==> src/rtl/bdq_pkg.sv <==
// Shared types and codes for the bounded deque with keyed removal.
// Used by the channel interfaces, the storage cell and the top level.
package bdq_pkg;

	localparam int CMD_W    = 3;
	localparam int STATUS_W = 2;

	typedef enum logic [CMD_W-1:0] {
		CMD_PUSH_BACK  = 3'd0,
		CMD_PUSH_FRONT = 3'd1,
		CMD_POP_BACK   = 3'd2,
		CMD_POP_FRONT  = 3'd3,
		CMD_FIND       = 3'd4,
		CMD_REMOVE     = 3'd5,
		CMD_READ_OUT   = 3'd6,
		CMD_CLEAR      = 3'd7
	} cmd_t;

	localparam logic [STATUS_W-1:0] STATUS_OK    = 2'd0;
	localparam logic [STATUS_W-1:0] STATUS_EMPTY = 2'd1;
	localparam logic [STATUS_W-1:0] STATUS_FULL  = 2'd2;

	// What every cell of the chain does at a clock edge.
	typedef enum logic [2:0] {
		OP_HOLD  = 3'd0,
		OP_LOAD  = 3'd1,
		OP_SHR   = 3'd2,
		OP_SHL   = 3'd3,
		OP_ROT   = 3'd4
	} cell_op_t;

	typedef struct packed {
		cell_op_t op;
	} cell_ctl_t;

endpackage

==> src/rtl/bdq_req_if.sv <==
// Command channel of the deque: valid/ready handshake plus the command payload.
// Depends on bdq_pkg for the command width.
interface bdq_req_if #(
	parameter int DATA_W = 32,
	parameter int CNT_W  = 5
);
	logic                       valid;
	logic                       ready;
	logic [bdq_pkg::CMD_W-1:0]  command;
	logic [DATA_W-1:0]          value;
	logic [DATA_W-1:0]          key;
	logic [CNT_W-1:0]           limit;

	modport source (output valid, command, value, key, limit, input ready);
	modport sink   (input valid, command, value, key, limit, output ready);
endinterface

==> src/rtl/bdq_rsp_if.sv <==
// Result channel of the deque: valid/ready handshake plus the result payload.
// Depends on bdq_pkg for the status width.
interface bdq_rsp_if #(
	parameter int DATA_W = 32,
	parameter int CNT_W  = 5
);
	logic                          valid;
	logic                          ready;
	logic [DATA_W-1:0]             result_value;
	logic [bdq_pkg::STATUS_W-1:0]  status;
	logic [CNT_W-1:0]              entry_count;
	logic                          last;

	modport source (output valid, result_value, status, entry_count, last, input ready);
	modport sink   (input valid, result_value, status, entry_count, last, output ready);
endinterface

==> src/rtl/bdq_cell.sv <==
// One storage cell of the deque chain; holds the entry at its position from the front.
// Depends on bdq_pkg for the cell control struct.
module bdq_cell #(
	parameter int DATA_W = 32,
	parameter int CNT_W  = 5,
	parameter int IDX    = 0
) (
	input  logic                clk,
	input  bdq_pkg::cell_ctl_t  ctl,
	input  logic [CNT_W-1:0]    bound,
	input  logic [DATA_W-1:0]   fill,
	input  logic [DATA_W-1:0]   head,
	input  logic [DATA_W-1:0]   left,
	input  logic [DATA_W-1:0]   right,
	output logic [DATA_W-1:0]   data
);
	localparam logic [CNT_W-1:0] POS = CNT_W'(IDX);

	logic [DATA_W-1:0] data_q;

	always_ff @(posedge clk) begin
		case (ctl.op)
			bdq_pkg::OP_LOAD: begin
				if (POS == bound) data_q <= fill;
			end
			bdq_pkg::OP_SHR: data_q <= left;
			bdq_pkg::OP_SHL: data_q <= right;
			bdq_pkg::OP_ROT: begin
				// The front entry wraps to the end of the ring; the other ring entries move one place toward the front.
				if (POS == bound) data_q <= head;
				else if (POS < bound) data_q <= right;
			end
			default: ;
		endcase
	end

	assign data = data_q;

endmodule

==> src/rtl/bounded_deque_with_key_remove_unit.sv <==
// Top level of the bounded deque with find, keyed removal and read out.
// Depends on bdq_pkg, bdq_req_if, bdq_rsp_if and bdq_cell.
//
// Entries live in a chain of DEPTH cells, front entry in cell 0. Pushes, pops and clear each
// give one result. Find, remove and read out rotate the stored entries once through cell 0,
// where a single comparator looks at the key, one stored entry per walk step, and the next
// command is taken only after the walk has passed every stored entry. Read out gives one
// result per entry up to its limit but still walks every stored entry, and a walk step that
// must give a result waits while the output register is still held. Results pass through
// one output register, so a command is accepted in the same cycle its predecessor's last
// result is taken.
module bounded_deque_with_key_remove_unit #(
	parameter int DEPTH  = 16,
	parameter int DATA_W = 32
) (
	input  logic       clk,
	input  logic       arst_n,
	bdq_req_if.sink    request,
	bdq_rsp_if.source  response
);
	localparam int CNT_W = $clog2(DEPTH + 1);
	localparam int IDX_W = $clog2(DEPTH);

	typedef enum logic [1:0] {
		S_IDLE = 2'b01,
		S_WALK = 2'b10
	} state_t;

	state_t                        state_q;
	logic [CNT_W-1:0]              cnt_q;
	logic [CNT_W-1:0]              step_q;
	logic [CNT_W-1:0]              len_q;
	logic [CNT_W-1:0]              nrd_q;
	logic                          hit_q;
	bdq_pkg::cmd_t                 cmd_q;
	logic [DATA_W-1:0]             key_q;
	logic [DATA_W-1:0]             found_q;

	logic                          out_valid_q;
	logic [DATA_W-1:0]             out_value_q;
	logic [bdq_pkg::STATUS_W-1:0]  out_status_q;
	logic [CNT_W-1:0]              out_count_q;
	logic                          out_last_q;

	logic [DATA_W-1:0]             cell_q   [DEPTH];
	logic [DATA_W-1:0]             chain_l  [DEPTH];
	logic [DATA_W-1:0]             chain_r  [DEPTH];

	bdq_pkg::cmd_t                 cmd;
	bdq_pkg::cell_ctl_t            ctl;
	logic [CNT_W-1:0]              bound;
	logic [DATA_W-1:0]             head;
	logic [DATA_W-1:0]             back_word;
	logic [CNT_W-1:0]              cnt_m1;
	logic [CNT_W-1:0]              nrd;
	logic                          accept;
	logic                          out_free;
	logic                          match;
	logic                          last_step;
	logic                          readout_emit;
	logic                          need_emit;
	logic                          go;
	logic                          drop;
	logic                          is_full;
	logic                          is_empty;

	logic                          emit;
	logic [DATA_W-1:0]             e_value;
	logic [bdq_pkg::STATUS_W-1:0]  e_status;
	logic [CNT_W-1:0]              e_count;
	logic                          e_last;

	// Cell chain.
	for (genvar g = 0; g < DEPTH; g++) begin : g_cell
		if (g == 0) begin : g_first
			assign chain_l[g] = request.value;
		end else begin : g_mid_l
			assign chain_l[g] = cell_q[g-1];
		end
		if (g == DEPTH - 1) begin : g_last
			assign chain_r[g] = cell_q[g];
		end else begin : g_mid_r
			assign chain_r[g] = cell_q[g+1];
		end

		bdq_cell #(
			.DATA_W (DATA_W),
			.CNT_W  (CNT_W),
			.IDX    (g)
		) u_cell (
			.clk   (clk),
			.ctl   (ctl),
			.bound (bound),
			.fill  (request.value),
			.head  (head),
			.left  (chain_l[g]),
			.right (chain_r[g]),
			.data  (cell_q[g])
		);
	end

	assign cmd       = bdq_pkg::cmd_t'(request.command);
	assign head      = cell_q[0];
	assign cnt_m1    = cnt_q - CNT_W'(1);
	assign back_word = cell_q[cnt_m1[IDX_W-1:0]];
	assign nrd       = (request.limit < cnt_q) ? request.limit : cnt_q;
	assign is_full   = (cnt_q == CNT_W'(DEPTH));
	assign is_empty  = (cnt_q == '0);

	assign out_free      = !out_valid_q || response.ready;
	assign request.ready = (state_q == S_IDLE) && out_free;
	assign accept        = request.valid && request.ready;

	assign match        = (head == key_q);
	assign last_step    = (step_q == cnt_m1);
	assign readout_emit = (cmd_q == bdq_pkg::CMD_READ_OUT) && (step_q < nrd_q);
	assign need_emit    = readout_emit || (last_step && cmd_q != bdq_pkg::CMD_READ_OUT);
	assign go           = (state_q == S_WALK) && (!need_emit || out_free);
	assign drop         = go && (cmd_q == bdq_pkg::CMD_REMOVE) && match && !hit_q;

	always_comb begin
		ctl.op   = bdq_pkg::OP_HOLD;
		bound    = cnt_q;
		emit     = 1'b0;
		e_value  = '0;
		e_status = bdq_pkg::STATUS_OK;
		e_count  = cnt_q;
		e_last   = 1'b1;
		if (accept) begin
			unique case (cmd)
				bdq_pkg::CMD_PUSH_BACK, bdq_pkg::CMD_PUSH_FRONT: begin
					emit = 1'b1;
					if (is_full) begin
						e_status = bdq_pkg::STATUS_FULL;
					end else begin
						ctl.op  = (cmd == bdq_pkg::CMD_PUSH_BACK) ? bdq_pkg::OP_LOAD
						                                          : bdq_pkg::OP_SHR;
						e_count = cnt_q + CNT_W'(1);
					end
				end
				bdq_pkg::CMD_POP_BACK, bdq_pkg::CMD_POP_FRONT: begin
					emit = 1'b1;
					if (is_empty) begin
						e_status = bdq_pkg::STATUS_EMPTY;
					end else begin
						e_count = cnt_m1;
						if (cmd == bdq_pkg::CMD_POP_BACK) begin
							e_value = back_word;
						end else begin
							e_value = head;
							ctl.op  = bdq_pkg::OP_SHL;
						end
					end
				end
				bdq_pkg::CMD_FIND, bdq_pkg::CMD_REMOVE: begin
					if (is_empty) begin
						emit     = 1'b1;
						e_status = bdq_pkg::STATUS_EMPTY;
					end
				end
				bdq_pkg::CMD_READ_OUT: begin
					if (nrd == '0) begin
						emit     = 1'b1;
						e_status = bdq_pkg::STATUS_EMPTY;
					end
				end
				bdq_pkg::CMD_CLEAR: begin
					emit    = 1'b1;
					e_count = '0;
				end
				default: ;
			endcase
		end else if (go) begin
			// Removing the matched entry shortens the ring; the rest keeps rotating.
			ctl.op = drop ? bdq_pkg::OP_SHL : bdq_pkg::OP_ROT;
			bound  = len_q - CNT_W'(1);
			if (readout_emit) begin
				emit    = 1'b1;
				e_value = head;
				e_last  = (step_q == nrd_q - CNT_W'(1));
			end else if (last_step && cmd_q != bdq_pkg::CMD_READ_OUT) begin
				emit     = 1'b1;
				e_status = (hit_q || match) ? bdq_pkg::STATUS_OK : bdq_pkg::STATUS_EMPTY;
				if (cmd_q == bdq_pkg::CMD_FIND) begin
					if (hit_q) e_value = found_q;
					else if (match) e_value = head;
				end else if (hit_q || match) begin
					e_count = cnt_m1;
				end
			end
		end
	end

	always_ff @(posedge clk or negedge arst_n) begin
		if (!arst_n) begin
			state_q     <= S_IDLE;
			cnt_q       <= '0;
			step_q      <= '0;
			len_q       <= '0;
			nrd_q       <= '0;
			hit_q       <= 1'b0;
			cmd_q       <= bdq_pkg::CMD_CLEAR;
			out_valid_q <= 1'b0;
		end else begin
			if (emit) begin
				out_valid_q <= 1'b1;
				cnt_q       <= e_count;
			end else if (response.ready) begin
				out_valid_q <= 1'b0;
			end

			if (accept) begin
				cmd_q  <= cmd;
				nrd_q  <= nrd;
				step_q <= '0;
				len_q  <= cnt_q;
				hit_q  <= 1'b0;
				if (((cmd == bdq_pkg::CMD_FIND || cmd == bdq_pkg::CMD_REMOVE) && !is_empty)
				    || (cmd == bdq_pkg::CMD_READ_OUT && nrd != '0)) begin
					state_q <= S_WALK;
				end
			end else if (go) begin
				step_q <= step_q + CNT_W'(1);
				if (drop) len_q <= len_q - CNT_W'(1);
				if (match) hit_q <= 1'b1;
				if (last_step) state_q <= S_IDLE;
			end
		end
	end

	always_ff @(posedge clk) begin
		if (accept) key_q <= request.key;
		if (go && match && !hit_q) found_q <= head;
		if (emit) begin
			out_value_q  <= e_value;
			out_status_q <= e_status;
			out_count_q  <= e_count;
			out_last_q   <= e_last;
		end
	end

	assign response.valid        = out_valid_q;
	assign response.result_value = out_value_q;
	assign response.status       = out_status_q;
	assign response.entry_count  = out_count_q;
	assign response.last         = out_last_q;

	// Commands are only taken between walks.
	a_accept_idle: assert property (@(posedge clk) disable iff (!arst_n)
		accept |-> state_q == S_IDLE)
		else $error("command transfer during a walk");

	// The ring length only drops below the stored count after a removal hit.
	a_ring_len: assert property (@(posedge clk) disable iff (!arst_n)
		state_q == S_WALK |-> (len_q == cnt_q)
			|| (cmd_q == bdq_pkg::CMD_REMOVE && hit_q && len_q == cnt_m1))
		else $error("ring length out of step with entry count");

	// A clear leaves the store empty.
	a_clear: assert property (@(posedge clk) disable iff (!arst_n)
		(accept && cmd == bdq_pkg::CMD_CLEAR) |=> cnt_q == '0)
		else $error("clear left entries behind");

	// The count never passes capacity.
	a_cap: assert property (@(posedge clk) disable iff (!arst_n)
		emit |-> e_count <= CNT_W'(DEPTH))
		else $error("entry count above capacity");

endmodule
==> src/flat_wrapper.sv <==
// flat-port wrapper written by rule: the top's interface ports become plain ports
module bounded_deque_with_key_remove_unit_flat 
#(
	parameter int DEPTH  = 16,
	parameter int DATA_W = 32
)
  (clk, arst_n, request_valid, request_command, request_value, request_key, request_limit, request_ready, response_valid, response_result_value, response_status, response_entry_count, response_last, response_ready);
  bdq_req_if #(.DATA_W(DATA_W)) request_i ();
  bdq_rsp_if #(.DATA_W(DATA_W)) response_i ();
  input  logic clk;
  input  logic arst_n;
  input wire logic [$bits(request_i.valid)-1:0] request_valid;
  input wire logic [$bits(request_i.command)-1:0] request_command;
  input wire logic [$bits(request_i.value)-1:0] request_value;
  input wire logic [$bits(request_i.key)-1:0] request_key;
  input wire logic [$bits(request_i.limit)-1:0] request_limit;
  output wire logic [$bits(request_i.ready)-1:0] request_ready;
  output wire logic [$bits(response_i.valid)-1:0] response_valid;
  output wire logic [$bits(response_i.result_value)-1:0] response_result_value;
  output wire logic [$bits(response_i.status)-1:0] response_status;
  output wire logic [$bits(response_i.entry_count)-1:0] response_entry_count;
  output wire logic [$bits(response_i.last)-1:0] response_last;
  input wire logic [$bits(response_i.ready)-1:0] response_ready;
  assign request_i.valid = request_valid;
  assign request_i.command = request_command;
  assign request_i.value = request_value;
  assign request_i.key = request_key;
  assign request_i.limit = request_limit;
  assign request_ready = request_i.ready;
  assign response_valid = response_i.valid;
  assign response_result_value = response_i.result_value;
  assign response_status = response_i.status;
  assign response_entry_count = response_i.entry_count;
  assign response_last = response_i.last;
  assign response_i.ready = response_ready;
  bounded_deque_with_key_remove_unit #(.DEPTH(DEPTH), .DATA_W(DATA_W)) u_core (.clk(clk), .arst_n(arst_n), .request(request_i), .response(response_i));
endmodule
==> config.mk <==
export PLATFORM = sky130hd
export DESIGN_NAME = bounded_deque_with_key_remove_unit_flat
export DESIGN_NICKNAME = d
export VERILOG_FILES = /design/src/rtl/bdq_pkg.sv /design/src/rtl/bdq_req_if.sv /design/src/rtl/bdq_rsp_if.sv /design/src/rtl/bdq_cell.sv /design/src/rtl/bounded_deque_with_key_remove_unit.sv /design/src/flat_wrapper.sv
export SDC_FILE = /design/constraint.sdc
export NUM_CORES = 2
export LEC_CHECK = 0
export ABC_AREA = 1
export BUFFER_PORTS_ARGS = -buffer_cell sky130_fd_sc_hd__buf_4
export CAP_MARGIN = 20
export CORE_MARGIN = 2
export CORE_UTILIZATION = 55
export CTS_CLUSTER_DIAMETER = 50
export DETAILED_ROUTE_END_ITERATION = 8
export GPL_TIMING_DRIVEN = 0
export PLACE_DENSITY = 0.83
export SLEW_MARGIN = 20
export SYNTH_ARGS = -nofsm -noshare
export SYNTH_HDL_FRONTEND = slang
export SYNTH_SLANG_ARGS = --single-unit
==> constraint.sdc <==
create_clock -name clk -period 14.5 [get_ports clk]
set_input_delay 1.45 -clock clk [delete_from_list [all_inputs] [get_ports clk]]
set_output_delay 1.45 -clock clk [all_outputs]
set_load 0.03 [all_outputs]
---- Word-level counts from Yosys, hierarchy flattened ----
Cells that the tools add are included.
storage, ports and cells
  register bits ........................... 643
  input port bits ......................... 76
  output and inout bits ................... 42
operators by class
  $add $sub $neg .......................... 5
  magnitude comparators ................... 18
  equal/unequal tests ..................... 70
  muxes and demuxes ....................... 126
  bitwise logic cells ..................... 3
  reductions and logical operators ........ 59
operators with widths
  operator                                                              number
  32-bit case mux with 4 select lines                                   15
  32-bit 2-to-1 mux                                                     59
  32-bit binary-select mux with 4-bit select                            1
  32-bit case mux with 3 select lines                                   1
  5-bit 2-to-1 mux                                                      16
  3-bit AND reduction                                                   16
  3-bit inequality test (second input constant)                         15
  4-bit by 5-bit == test with 1-bit output (first input constant)       8
  2-bit inequality test (second input constant)                         20
  4-bit by 5-bit < comparator with 1-bit output (first input constant)  7
  32-bit == test                                                        1
  3-bit == test (second input constant)                                 8
  2-bit 2-to-1 mux                                                      11
  3-bit by 5-bit == test with 1-bit output (first input constant)       4
  3-bit by 5-bit < comparator with 1-bit output (first input constant)  4
  5-bit zero test                                                       3
  3-bit 2-to-1 mux                                                      5
  5-bit case mux with 3 select lines                                    1
  5-bit by 1-bit subtractor with 5-bit output (second input constant)   3
  1-bit 2-to-1 mux                                                      14
  3-bit by 2-bit == test with 1-bit output (second input constant)      4
  1-bit logical AND                                                     12
  5-bit by 1-bit adder with 5-bit output (second input constant)        2
  2-bit by 5-bit == test with 1-bit output (first input constant)       2
  28 further kinds                                                      49

---- Longest topological paths before layout ----
  word-level depth ........................ 16
  mapped depth ............................ 26
  depth with buffers taken out ............ 21

---- By module ----
Synthesis repeated with hierarchy kept, for this count alone.
unflattened totals
  cells, all modules ...................... 8,445
  area, all modules ....................... 55,752.2 µm²
modules (own cells, without submodules)
  module                               instances  cells each  area an instance (µm²)  sequential area each (µm²)
  bounded_deque_with_key_remove_unit   1          1,789       11,846.4                3,803.6
  bdq_cell (u_core.g_cell[2].u_cell)   1          438         2,961.6                 960.9
  bdq_cell (u_core.g_cell[4].u_cell)   1          437         2,955.3                 960.9
  bdq_cell (u_core.g_cell[10].u_cell)  1          437         2,932.8                 960.9
  bdq_cell (u_core.g_cell[5].u_cell)   1          438         2,798.9                 960.9
  bdq_cell (u_core.g_cell[9].u_cell)   1          439         2,798.9                 960.9
  bdq_cell (u_core.g_cell[1].u_cell)   1          435         2,788.9                 960.9
  bdq_cell (u_core.g_cell[8].u_cell)   1          437         2,781.4                 960.9
  bdq_cell (u_core.g_cell[3].u_cell)   1          437         2,775.2                 960.9
  bdq_cell (u_core.g_cell[13].u_cell)  1          435         2,772.7                 960.9
  bdq_cell (u_core.g_cell[6].u_cell)   1          436         2,771.4                 960.9
  bdq_cell (u_core.g_cell[0].u_cell)   1          434         2,755.1                 960.9
  bdq_cell (u_core.g_cell[11].u_cell)  1          435         2,731.4                 960.9
  bdq_cell (u_core.g_cell[15].u_cell)  1          335         2,557.5                 960.9
  +3 rows                              n/a        n/a         n/a                     n/a

---- Worst setup path before layout ----
Ideal clock, no wire load.
  kind .................................... input to register
  from .................................... input response_ready
  to ...................................... register u_core.g_cell[0].u_cell.data_q[0], enable pin
  setup time .............................. 432 ps
  arrival ................................. 5,017 ps
  slack ................................... 9,051 ps
  cell stages on the path ................. 11
  buffers on the path ..................... 1
  path through ............................ nor2_1 nor3_2 nand2_1 inv_2 nand2_1 nor3_1 inv_1 nand2_1 inv_2 buf_2 a21oi_1
RTL lines
  element                                                                      RTL line                                   RTL
  start, declared                                                              flat_wrapper.sv:23                         input wire logic [$bits(response_i.ready)-1:0] response_ready;
  1-bit logical OR (*)                                                         bounded_deque_with_key_remove_unit.sv:110  assign out_free = !out_valid_q || response.ready;
  1-bit logical AND (*)                                                        bounded_deque_with_key_remove_unit.sv:111  assign request.ready = (state_q == S_IDLE) && out_free;
  named net request_ready                                                      flat_wrapper.sv:17                         output wire logic [$bits(request_i.ready)-1:0] request_ready;
  1-bit logical AND (*)                                                        bounded_deque_with_key_remove_unit.sv:112  assign accept = request.valid && request.ready;
  5-bit 2-to-1 mux or 3-bit 2-to-1 mux (tied branches)                         bounded_deque_with_key_remove_unit.sv:129  if (accept) begin
  1-bit by 5-bit < comparator with 1-bit output, or another cell as far along  bdq_cell.sv:31                             else if (POS < bound) data_q <= right;
  2-bit inequality test (no line) or 4-bit nonzero test (tied branches)        n/a
  4-bit AND reduction (no line) (*)                                            n/a
  end signal, assigned                                                         bdq_cell.sv:26                             bdq_pkg::OP_SHR: data_q <= left;
  end signal, assigned                                                         bdq_cell.sv:27                             bdq_pkg::OP_SHL: data_q <= right;
  end signal, assigned                                                         bdq_cell.sv:31
  end, declared                                                                bdq_cell.sv:19                             logic [DATA_W-1:0] data_q;
The timed path passes the listed nets; every way through them passes the cells marked *.
A chain may end at the register's enable or synchronous reset.

---- Worst setup path in the final report ----
  from .................................... register u_core.cnt_q[0]
  to ...................................... register u_core.out_value_q[6] (netlist: u_core.response.result_value[6]), data pin
between the ends
  cells in the longest elaborated chain, start to end .. 9
RTL lines
  element                                                                                  RTL line                                                                                                                         RTL
  start, declared                                                                          bounded_deque_with_key_remove_unit.sv:30                                                                                         logic [CNT_W-1:0] cnt_q;
  start signal, assigned                                                                   bounded_deque_with_key_remove_unit.sv:207                                                                                        cnt_q <= e_count;
  5-bit by 1-bit subtractor with 5-bit output                                              bounded_deque_with_key_remove_unit.sv:104                                                                                        assign cnt_m1 = cnt_q - CNT_W'(1);
  4-bit inverter with 5-bit output (implied by the code) or 5-bit == test (tied branches)  bounded_deque_with_key_remove_unit.sv:105, bounded_deque_with_key_remove_unit.sv:115
  32-bit binary-select mux with 4-bit select or 1-bit logical AND (tied branches)          bounded_deque_with_key_remove_unit.sv:105, bounded_deque_with_key_remove_unit.sv:117, bounded_deque_with_key_remove_unit.sv:181
  32-bit 2-to-1 mux (implied by the code) or 1-bit logical OR (tied branches)              bounded_deque_with_key_remove_unit.sv:105, bounded_deque_with_key_remove_unit.sv:117
  32-bit 2-to-1 mux (implied by the code) or 1-bit zero test (tied branches)               bounded_deque_with_key_remove_unit.sv:105, bounded_deque_with_key_remove_unit.sv:118
  32-bit 2-to-1 mux or 1-bit logical OR (tied branches)                                    bounded_deque_with_key_remove_unit.sv:147, bounded_deque_with_key_remove_unit.sv:118
  32-bit 2-to-1 mux or 1-bit logical AND (tied branches)                                   bounded_deque_with_key_remove_unit.sv:143, bounded_deque_with_key_remove_unit.sv:118
  32-bit 2-to-1 mux, on equally long branches                                              bounded_deque_with_key_remove_unit.sv:130, bounded_deque_with_key_remove_unit.sv:173
  32-bit 2-to-1 mux (*)                                                                    bounded_deque_with_key_remove_unit.sv:129
  named net u_core.e_value[6]                                                              bounded_deque_with_key_remove_unit.sv:68                                                                                         logic [DATA_W-1:0] e_value;
  end signal, assigned                                                                     bounded_deque_with_key_remove_unit.sv:235                                                                                        out_value_q <= e_value;
  end, declared                                                                            bounded_deque_with_key_remove_unit.sv:40                                                                                         logic [DATA_W-1:0] out_value_q;
The timed path passes the listed nets; every way through them passes the cells marked *. The select of a mux whose other input is x is not followed.

==> metrics.md <==
| Metric | Value |
|---|---|
| Post-DR wirelength/cell | 29.4 um |
| Total gr overflow | 0 |
| RSZ-0062 raised after global routing | false |
| Via/cell ratio | 6.55 |
| Vias in the first global route | 42251 |
| CTS H-tree lvls | 3 |
| CP Capture Type | flop |
| Synthesized area | 41800 um^2 |
| Final hold violations | 0 |
| Via count | 44315 |
| Initial antenna violation count | 10 |
| Crit-path max cell delay | 1010 ps |
| Pwr/cell area | 269 nW/um^2 |
| Syn Nets | 5543 |
| Starting DRC count in detailed routing | 7363 |
| Failing checks | design-rule violations |
| WP data arrival | 8410 ps |
| GP Congestion | 1.04 |
| Die ar. | 78200 um^2 |
| Top cells by area, synth | edfxtp_1 44%, nand2_1 12%, nand3_1 10% |
| Largest net degree at the start of global routing | 28 |
| Hold depth | 2 |
| Post-CTS Setup Bufs | 0 |
| Worst Skew | 33.4 ps |
| Yosys warning total | 0 |
| Critical path depth in cells | 17 |
| VDD IR max | 0.178 mV |
| Synth unique cells | 52 |
| IO buf count | 117 |
| Achievable Freq | 0.125 GHz |
| Cell mode on critical path | clkbuf_1 |
| Worst setup path class | reg2reg |
| HP Class | reg2reg |
| Minimum clock period | 7980 ps |
| Fraction of layout cells with a size suffix above 1 | 11.7% |
| DRC Markers | 1 |
| Site Rows | 101 |
| Buf/Inv on CP | 9 |
| CTS tree | done |
| Maximum buffer depth of the clock tree | 3 |
| Worst-margin pin slew | 1310 ps |
| Crit-path slowest cell | clkbuf_1 |
| Post-CTS Hold Buffers | 0 |
| Final core occ | 63.6% |
| Reg clk slew, reported paths | 60 ps |
| Cell count after synthesis | 5452 |
| Fin nets | 5791 |
| Worst Reg-to-Reg Cells | 17 |
| Height of the die | 280 um |
| Clk_lat worst skew | 680 ps |
| Synth Flop Type | edfxtp_1 |
| Final antenna-violating net count | 0 |
| Detailed placement HPWL | 151000 um |
| Critical Path RT | 14940 ps |
| Post-CTS sizing | 0 |
| FFs w/ async S/R, synth | 4.20% |
| Root Buffer | clkbuf_16 |
| Commonest cells after routing, fill and taps aside | 1349 x nand2_1, 839 x nand3_1, 616 x edfxtp_1 |
| Total negative setup slack | 0 ps |
| DR pass1 iterations | 9 |
| Fin crit share | 55.0% |
| Register area share after synthesis | 45.9% |
| Commonest non-fill, non-tap cell in the layout | nand2_1 |
| Core area | 75600 um^2 |
| CP cell instances | buf_2, inv_2, buf_2, clkbuf_1, clkbuf_1, ha_1, buf_2, clkinv_1, clkbuf_1, clkbuf_1, a21oi_1, o21ai_0, nand3_1, o311ai_0, o21ai_0, nand2_1, a32o_1 |
| Mapped Avg Cell Area | 7.67 um^2 |
| Leakage | 0.0194 uW |
| Relative slew slack | 12.4% |
| Number of synthesized flops with an enable pin | 616 |
| Chip width | 280 um |
| Tot GR Track Use | 49.8% |
| Fillers | 6877 |
| Top cell type's share of synthesized area | 44.3% |
| Cell family with most CP delay | buffers and inverters |
| I/O Pins | 118 |
| CP startpoint kind | flop |
| Area growth syn-to-layout | 15.0% |
| Status | finished, violations left |
| # setup viols final | 0 |
| Final WL | 199000 um |
| Max Cap Viol | 0 |
| Initial Utilization | 55.3% |
| TritonCTS Sinks | 643 |
| First-pass GRT wire length | 280000 um |
| Max Slew Vio Count | 0 |
| Crit-path max FO | 11 |
| Yosys reg bits | 643 |
| Cell taking the most area after synthesis | edfxtp_1 |
| Clock buffer count from CTS | 95 |
## tightest hold or removal path, stage by stage (launching register included)
cell     delay [ps]
dfrtp_1         350
nand2_1          50
o21ai_0          70
## flip-flops by register name, indices dropped and copies added (netlist names)
| signal | count |
|---|---|
| u_core.step_q | 5 |
| u_core.response.last | 1 |
| u_core.g_cell.u_cell.data | 512 |
| u_core.hit_q | 1 |
| u_core.nrd_q | 5 |
| u_core.cmd_q | 3 |
| u_core.len_q | 5 |
| u_core.response.entry_count | 5 |
| u_core.found_q | 32 |
| u_core.state_q | 2 |
| u_core.response.result_value | 32 |
| u_core.response.status | 2 |
| u_core.response.valid | 1 |
| u_core.key_q | 32 |
| u_core.cnt_q | 5 |
## cell families after synthesis
group / after synthesis / share of synthesized area, %
adders and majority gates: 15 / 0.449
AOI/OAI and AO/OA: 822 / 10.9
xor gates and xnor gates: 38 / 0.796
DFF: 643 / 45.9
buffers and inverters: 982 / 10.4
muxes: 32 / 0.862
and+or+nand+nor: 2920 / 30.8
## final cells by class
| class | instances | area [um^2] | share of cell area [%] |
|---|---|---|---|
| Inverter | 608 | 2280 | 4.75 |
| Antenna cell | 7 | 17.5 | 0.0364 |
| Clock inverter | 76 | 872 | 1.81 |
| Clock buffer | 100 | 2440 | 5.07 |
| Buffer | 374 | 2050 | 4.26 |
| Timing Repair Buffer | 151 | 1550 | 3.22 |
| Sequential cell | 643 | 19200 | 39.9 |
| Tap cell | 978 | 1220 | 2.55 |
| Multi-Input combinational cell | 3827 | 18500 | 38.4 |
## synth_stat cells (15+ instances only)
master / number
nand2_2: 18
nand2_4: 37
ha_1: 15
o22ai_1: 34
edfxtp_1: 616
nor2_1: 571
nand3_1: 839
dfrtp_1: 23
mux2_2: 32
clkbuf_1: 175
a21oi_1: 291
buf_6: 47
o311ai_0: 31
buf_2: 91
a32o_1: 32
buf_1: 25
inv_1: 594
nand2_1: 1351
nand4_1: 41
buf_4: 33
nor2_4: 32
a211oi_1: 30
xnor2_1: 32
o21ai_0: 387
## layer usage
layer	vias up	track usage (%)	share of wire (%)
li1	18737	-	-
met1	20755	58.9	33
met2	3839	74.3	43
met3	976	12.7	13
met4	8	46.1	11
met5	-	0	0.031
## worst paths after layout
| kind | start | to | slack (ps) |
|---|---|---|---|
| worst max-delay path | u_core.cnt_q[0]$_DFFE_PN0P_ | u_core.response.result_value[6]$_DFFE_PP_ | 6520 |
| worst min-delay path | u_core.nrd_q[1]$_DFFE_PN0P_ | u_core.nrd_q[1]$_DFFE_PN0P_ | 510 |
| worst max register to register | u_core.cnt_q[0]$_DFFE_PN0P_ | u_core.response.result_value[6]$_DFFE_PP_ | 6520 |
| worst min register to register | u_core.nrd_q[1]$_DFFE_PN0P_ | u_core.nrd_q[1]$_DFFE_PN0P_ | 510 |
| max in group asynchronous | arst_n | u_core.cmd_q[1]$_DFFE_PN1P_ | 13450 |
| min in group asynchronous | arst_n | u_core.step_q[0]$_DFFE_PN0P_ | 710 |
## power breakdown
part	internal [uW]	total [uW]	switching, uW
Sequential	3000	3460	462
Combinational	1720	6990	5270
Clock	1460	2480	1020
## through the flow
stage,total power [uW],instance area [um^2],instances,hold WS (ps),worst slack [ps]
2_1_floorplan,6930,41800,5452,453,9050
6_report,12900,48100,6764,511,6520
4_1_cts,12400,48000,6756,511,7200
5_1_grt,13100,48100,6758,528,6780
3_3_place_gp,9640,43900,6547,480,4390
3_5_place_dp,9940,44700,6580,488,7260
(Power assumes the default switching activity.)
